[config.mk]
export PLATFORM = sky130hd
export DESIGN_NAME = rgb_command_frame_parser_core_flat
export DESIGN_NICKNAME = d
export VERILOG_FILES = /design/src/design/rcfp_pkg.sv /design/src/design/rcfp_stream_if.sv /design/src/design/rgb_command_frame_parser_core.sv /design/src/design/rcfp_frame_core.sv /design/src/flat_wrapper.sv
export SDC_FILE = /design/constraint.sdc
export NUM_CORES = 1
export LEC_CHECK = 0
export BUFFER_PORTS_ARGS = -buffer_cell sky130_fd_sc_hd__clkbuf_2
export CAP_MARGIN = 15
export CORE_MARGIN = 1.5
export CORE_UTILIZATION = 30
export DETAILED_ROUTE_END_ITERATION = 16
export SLEW_MARGIN = 10
export SYNTH_ARGS = -nofsm -noshare
export SYNTH_HDL_FRONTEND = slang
export SYNTH_SLANG_ARGS = --single-unit
[constraint.sdc]
create_clock -name i_clk -period 5.7 [get_ports i_clk]
set_clock_uncertainty 0.05 [all_clocks]
set_input_delay 0.57 -clock i_clk [delete_from_list [all_inputs] [get_ports i_clk]]
set_output_delay 0.57 -clock i_clk [all_outputs]
set_load 0.05 [all_outputs]
[src/design/rcfp_pkg.sv]
`default_nettype none

package rcfp_pkg;

    // Frame position codes: 0 is the power byte, 1..6 are the hex digits.
    localparam logic [2:0] POS_POWER   = 3'd0;
    localparam logic [2:0] POS_DIGIT1  = 3'd1;
    localparam logic [2:0] POS_DIGIT6  = 3'd6;
    localparam logic [2:0] POS_HUNTING = 3'd7;

    // Sync word characters, "START".
    localparam logic [7:0] CHAR_S = 8'h53;
    localparam logic [7:0] CHAR_T = 8'h54;
    localparam logic [7:0] CHAR_A = 8'h41;
    localparam logic [7:0] CHAR_R = 8'h52;

    // Power command characters.
    localparam logic [7:0] CHAR_POWER_OFF = 8'h30;
    localparam logic [7:0] CHAR_POWER_ON  = 8'h31;

    localparam logic [23:0] COLOR_RESET = 24'hBB0E13;

    // One input beat.
    typedef struct packed {
        logic [7:0] rx_byte;
    } t_in_beat;

    // One result beat.
    typedef struct packed {
        logic       power_on;
        logic [7:0] red;
        logic [7:0] green;
        logic [7:0] blue;
        logic       color_updated;
        logic       sync_seen;
    } t_out_beat;

    // Hex digit value of an ASCII byte, either case; anything else reads as zero.
    function automatic logic [3:0] hex_value(input logic [7:0] c);
        logic [3:0] v;
        v = 4'd0;
        if (c >= 8'h30 && c <= 8'h39) begin
            v = 4'(c - 8'h30);
        end else if (c >= 8'h41 && c <= 8'h46) begin
            v = 4'(c - 8'h41 + 8'd10);
        end else if (c >= 8'h61 && c <= 8'h66) begin
            v = 4'(c - 8'h61 + 8'd10);
        end
        return v;
    endfunction

endpackage

`default_nettype wire

[src/design/rcfp_stream_if.sv]
`default_nettype none

// Valid/ready channel that carries one payload per beat.
interface rcfp_stream_if #(
    parameter type t_payload = logic
);
    logic     valid;
    logic     ready;
    t_payload payload;

    modport source (output valid, output payload, input ready);
    modport sink   (input valid, input payload, output ready);
endinterface

`default_nettype wire

[src/design/rgb_command_frame_parser_core.sv]
`default_nettype none

// RGB command frame parser. Takes one received UART byte per beat and returns
// one result beat per byte: the power flag and colour as they stand after that
// byte, plus strobes for a completed "START" sync word and for a completed
// frame that loaded a nonzero colour. A frame is the sync word, a power byte
// ('0' off, '1' on, anything else no change) and six hex digits, most
// significant first. A new byte is taken every cycle while the result register
// can take it: the parser state updates in a single pass and the result sits in an
// output register that stays open to a new byte whenever it is empty or is
// being taken in the same cycle. The result beat is presented in the cycle after
// its byte is accepted. After reset the colour is 0xBB0E13 and power is on.
module rgb_command_frame_parser_core (
    input  wire logic    i_clk,
    input  wire logic    i_rst_n,
    rcfp_stream_if.sink   i_rx,
    rcfp_stream_if.source o_res
);
    import rcfp_pkg::*;

    logic      accept;
    t_out_beat step_result;
    t_out_beat r_out;
    logic      r_out_valid;

    // Accept a byte when the result register is free or is being emptied.
    assign i_rx.ready = !r_out_valid || o_res.ready;
    assign accept     = i_rx.valid && i_rx.ready;

    rcfp_frame_core u_core (
        .i_clk    (i_clk),
        .i_rst_n  (i_rst_n),
        .i_take   (accept),
        .i_byte   (i_rx.payload.rx_byte),
        .o_result (step_result)
    );

    // Result register.
    always_ff @(posedge i_clk) begin
        if (!i_rst_n) begin
            r_out_valid <= 1'b0;
        end else if (accept) begin
            r_out_valid <= 1'b1;
        end else if (o_res.ready) begin
            r_out_valid <= 1'b0;
        end
    end

    always_ff @(posedge i_clk) begin
        if (accept) begin
            r_out <= step_result;
        end
    end

    assign o_res.valid   = r_out_valid;
    assign o_res.payload = r_out;

    // A byte cannot both finish the sync word and finish a frame.
    a_strobes_exclusive: assert property (@(posedge i_clk) disable iff (!i_rst_n)
        r_out_valid |-> !(r_out.color_updated && r_out.sync_seen))
        else $error("sync and colour strobes set on the same result");

    // A loaded colour is never zero.
    a_update_nonzero: assert property (@(posedge i_clk) disable iff (!i_rst_n)
        (r_out_valid && r_out.color_updated) |->
            (r_out.red != 8'd0 || r_out.green != 8'd0 || r_out.blue != 8'd0))
        else $error("colour update carries a zero colour");

    // Every accepted byte leaves a result in the output register.
    a_accept_fills: assert property (@(posedge i_clk) disable iff (!i_rst_n)
        accept |=> r_out_valid)
        else $error("accepted byte left no result");

endmodule

`default_nettype wire

[src/design/rcfp_frame_core.sv]
`default_nettype none

// Parser state and the per-byte update. The result for a byte is the state
// after that byte has been handled; it is presented combinationally and the
// state advances at the edge where i_take is high.
module rcfp_frame_core (
    input  wire logic                i_clk,
    input  wire logic                i_rst_n,
    input  wire logic                i_take,
    input  wire logic [7:0]          i_byte,
    output      rcfp_pkg::t_out_beat o_result
);
    import rcfp_pkg::*;

    logic [7:0]  r_window [4];
    logic [2:0]  r_pos;
    logic [23:0] r_acc;
    logic        r_power;
    logic [23:0] r_color;

    logic [7:0]  n_window [4];
    logic [2:0]  n_pos;
    logic [23:0] n_acc;
    logic        n_power;
    logic [23:0] n_color;
    logic        n_updated;
    logic        n_synced;
    logic [23:0] acc_shift;

    assign acc_shift = {r_acc[19:0], hex_value(i_byte)};

    // Next state for the byte on i_byte.
    always_comb begin
        n_window  = r_window;
        n_pos     = r_pos;
        n_acc     = r_acc;
        n_power   = r_power;
        n_color   = r_color;
        n_updated = 1'b0;
        n_synced  = 1'b0;
        if (r_pos == POS_HUNTING) begin
            n_window[0] = r_window[1];
            n_window[1] = r_window[2];
            n_window[2] = r_window[3];
            n_window[3] = i_byte;
            if (r_window[0] == CHAR_S && r_window[1] == CHAR_T &&
                r_window[2] == CHAR_A && r_window[3] == CHAR_R && i_byte == CHAR_T) begin
                n_synced = 1'b1;
                n_pos    = POS_POWER;
                n_acc    = '0;
            end
        end else if (r_pos == POS_POWER) begin
            if (i_byte == CHAR_POWER_OFF) begin
                n_power = 1'b0;
            end else if (i_byte == CHAR_POWER_ON) begin
                n_power = 1'b1;
            end
            n_pos = POS_DIGIT1;
        end else begin
            n_acc = acc_shift;
            n_pos = r_pos + 3'd1;
            if (r_pos == POS_DIGIT6 && acc_shift != '0) begin
                n_color   = acc_shift;
                n_acc     = '0;
                n_updated = 1'b1;
            end
        end
    end

    // State registers.
    always_ff @(posedge i_clk) begin
        if (!i_rst_n) begin
            for (int k = 0; k < 4; k++) begin
                r_window[k] <= '0;
            end
            r_pos   <= POS_HUNTING;
            r_acc   <= '0;
            r_power <= 1'b1;
            r_color <= COLOR_RESET;
        end else if (i_take) begin
            r_window <= n_window;
            r_pos    <= n_pos;
            r_acc    <= n_acc;
            r_power  <= n_power;
            r_color  <= n_color;
        end
    end

    assign o_result.power_on      = n_power;
    assign o_result.red           = n_color[23:16];
    assign o_result.green         = n_color[15:8];
    assign o_result.blue          = n_color[7:0];
    assign o_result.color_updated = n_updated;
    assign o_result.sync_seen     = n_synced;

endmodule

`default_nettype wire

[src/flat_wrapper.sv]
// flat-port wrapper written by rule: the top's interface ports become plain ports
module rgb_command_frame_parser_core_flat import rcfp_pkg::*;
  (i_clk, i_rst_n, i_rx_valid, i_rx_payload, i_rx_ready, o_res_valid, o_res_payload, o_res_ready);
  rcfp_stream_if #(.t_payload(t_in_beat)) i_rx_i ();
  rcfp_stream_if #(.t_payload(t_out_beat)) o_res_i ();
  input  wire logic i_clk;
  input  wire logic i_rst_n;
  input wire logic [$bits(i_rx_i.valid)-1:0] i_rx_valid;
  input wire logic [$bits(i_rx_i.payload)-1:0] i_rx_payload;
  output wire logic [$bits(i_rx_i.ready)-1:0] i_rx_ready;
  output wire logic [$bits(o_res_i.valid)-1:0] o_res_valid;
  output wire logic [$bits(o_res_i.payload)-1:0] o_res_payload;
  input wire logic [$bits(o_res_i.ready)-1:0] o_res_ready;
  assign i_rx_i.valid = i_rx_valid;
  assign i_rx_i.payload = i_rx_payload;
  assign i_rx_ready = i_rx_i.ready;
  assign o_res_valid = o_res_i.valid;
  assign o_res_payload = o_res_i.payload;
  assign o_res_i.ready = o_res_ready;
  rgb_command_frame_parser_core u_core (.i_clk(i_clk), .i_rst_n(i_rst_n), .i_rx(i_rx_i), .o_res(o_res_i));
endmodule
==> results.md <==
- Status: finished clean
- Postcts setup bufs: 0
- CTS resizes: 0
- DRC violation total after the first TritonRoute iteration: 237
- Synth Area per Inst: 10.31 um^2
- Fin crit share: 60.21%
- Register area share after synthesis: 52.75%
- Num rows: 45
- Setup TNS: 0 ns
- P&R area growth vs syn: 13.87%
- Synth cell types: 43
- Lkg Pwr: 1.922 nW
- RSZ-0062 raised after global routing: no
- Slew Limit Fails: 0
- Final Net Count: 493
- Total number of vias: 3417
- Vias in the first global route: 3198
- Diode count: 0
- Cells after synthesis: 447
- Yosys warns: 0
- HP Class: primary input to flop
- Clk slew on worst S/H paths: 0.07 ns
- Relative max-transition margin: 28.19%
- WL per Instance: 15.11 um
- Top Ports: 41
- Grt total ovfl: 0
- Initial Utilization: 30.56%
- Cts bufs inserted: 9
- Max Freq: 291.4 MHz
- H-tree Lvls: 3
- Final min period: 3.432 ns
- EDFF count, synth: 27
- DRC Markers: 0
- Synth Cell Area: 4611 um^2
- Placed instance count: 650
- PD cells: 322.7 nW/um^2
- Post-route ant nets: 0
- CTS Buffer Depth: 2
- Die Wd: 127.0 um
- Antenna violations before repair: 0
- CORE AREA: 15090 um^2
- Top Layer Used: met4
- Required time of the critical path: 5.76 ns
- CP Launch Type: primary input
- PortBufs: 40
- # hold bufs at CTS: 0
- Layout cell share with drive strength beyond 1: 19.87%
- Syn Nets: about 470
- #FFs+latches synth: ~110
- Final Hold Fails: 0
- Sink Count: between 100 and 150
- Final WL: 10060 um
- Setup CP Type: primary input to flop
- TritonCTS clock tree: yes
- Top_reg_cell synth: dfxtp_1
- Root Buffer: clkbuf_16
- Placer Congestion: 0.8468
- Routed met3 length: 470 um
- DR vias/cell: slightly above 5
- DIE HEIGHT: 127.0 um
- Routed length on met2: 4645 um
- Critical path endpoint category: flop
- Total global routing track utilization: between 10% and 20%
- First-pass GRT wire length: between 15000 and 20000 um
- Least-Margin Pin Slew: around 1.1 ns
- Maximum number of pins on one net before global-route repair: 49
- Critical Path AT: roughly 3.5 ns
- Detail Placement HPWL: 6515 um
- Setup violators final: 0
- Max-cap violations: 0
- Full die area: ~16000 um^2
- Peak supply drop: roughly 200 uV
- Post-synthesis async set-or-reset flop share: 0%
- Clk Latency, worst-skew pair: 0.36 ns
- M1 wire length: 4749 um
- DR pass1 iterations: 4
- Crit path max fanout: 25
- Layout Cells excl Fill: approximately 670
## sequential cells by signal, summed over array words and instances, names as in the netlist
| register | cells |
|---|---|
| u_core.u_core.r_window | 32 |
| u_core.o_res.payload | 27 |
| u_core.u_core.r_color | 24 |
| u_core.u_core.r_acc | 20 |
| u_core.u_core.r_pos | 3 |
| u_core.o_res.valid | 1 |
| u_core.u_core.r_power | 1 |
## area by class of cell
cell class	count	area, um^2
clock buffer	10	250.2
sequential	108	2432
inverter	12	45.04
tap	188	235.2
multi-input combinational	298	2012
timing repair buffer	44	230.2
clock inverter	6	45.04
fill	1518	9839
## cells in the mapped netlist, types with 6 or more instances
cell type	instances	area share (%)
mux2_4	19	6.2
o21ai_0	26	2.8
nand2_1	73	5.9
clkbuf_1	23	1.9
nor4_1	8	1.1
ha_1	8	2.2
a21oi_1	50	5.4
a22o_1	21	4.0
inv_1	12	0.98
edfxtp_1	27	18
mux2_2	6	1.5
dfxtp_1	81	35
nand3_1	14	1.5
o211ai_1	24	3.9
and2_1	7	0.95
## logic make-up after synthesis
family                     Yosys count  share of synthesized area (%)
DFF                                108                          52.75
and+or+nand+nor                    129                          14.22
buffers and inverters               41                          3.772
muxes                               26                          7.870
adders and majority gates            8                          2.171
AOI/OAI and AO/OA                  135                          19.21
## critical path: stages
cell and delay [ns]:
clkbuf_2 0.16, inv_1 0.12, ha_1 0.24, o21bai_1 0.15
a21oi_1 0.14, a211oi_1 0.45, a21oi_4 0.30, o21ai_4 0.92
mux2_2 0.42
## worst paths after layout
| kind | to | cells after the start | start | slack, ns |
|---|---|---|---|---|
| setup / recovery | u_core.o_res.payload[10] | 9 | i_rx_payload[0] | 2.27 |
| hold / removal | u_core.o_res.valid | 3 | i_rx_valid | 0.39 |
| setup reg to reg | u_core.u_core.r_color[1] | 8 | u_core.u_core.r_pos[0] | 2.29 |
| hold reg to reg | u_core.u_core.r_window[26] | 2 | u_core.u_core.r_window[26] | 0.41 |
## power breakdown
part           switching (mW)  leakage [nW]  internal, mW  total, mW
clock network           0.295         0.144         0.326      0.622
registers              0.0200         0.886         0.812      0.832
logic                   0.179         0.892        0.0616      0.240
## routing by layer
layer	vias up	GRT usage, %
li1	1682	-
met1	1644	16.91
met2	73	20.40
met3	18	3.601
met4	0	4.813
met5	-	0
## layout by cell type, fill, tap and decap left out, types with 2 or more instances in the layout
cell type	Yosys	final
inv_1	12	12
and2_1	7	7
buf_4	0	4
a21oi_1	50	50
ha_1	8	8
o21ba_2	2	2
mux2_2	6	6
a221o_1	2	2
nand2b_1	2	2
a22o_1	21	21
dfxtp_1	81	81
edfxtp_1	27	27
o21ai_0	26	26
nor2_2	1	2
nor3_4	2	2
nand4b_1	2	2
mux2_4	19	19
o211ai_1	24	24
nor4_1	8	8
nor4b_1	4	4
clkbuf_16	0	10
nand3_1	14	14
nor3_1	3	3
clkbuf_2	0	40
nand2_1	73	73
and4b_1	3	3
nor2_1	4	3
## metrics by stage
stage               util (%)  hold slack, ns  setup slack (ns)  power [mW]  area, um^2
floorplan                  -          0.3822             2.608       1.028        4611
global placement       32.84          0.3948             2.068       1.084        4955
detailed placement     32.84          0.3985             1.910       1.092        4955
CTS                    34.79          0.3782             2.284       1.709        5250
global route           34.79          0.3851             1.955       1.768        5250
finish                 34.79          0.3885             2.268       1.694        5250
No activity file was read; power rests on OpenSTA's default activity.
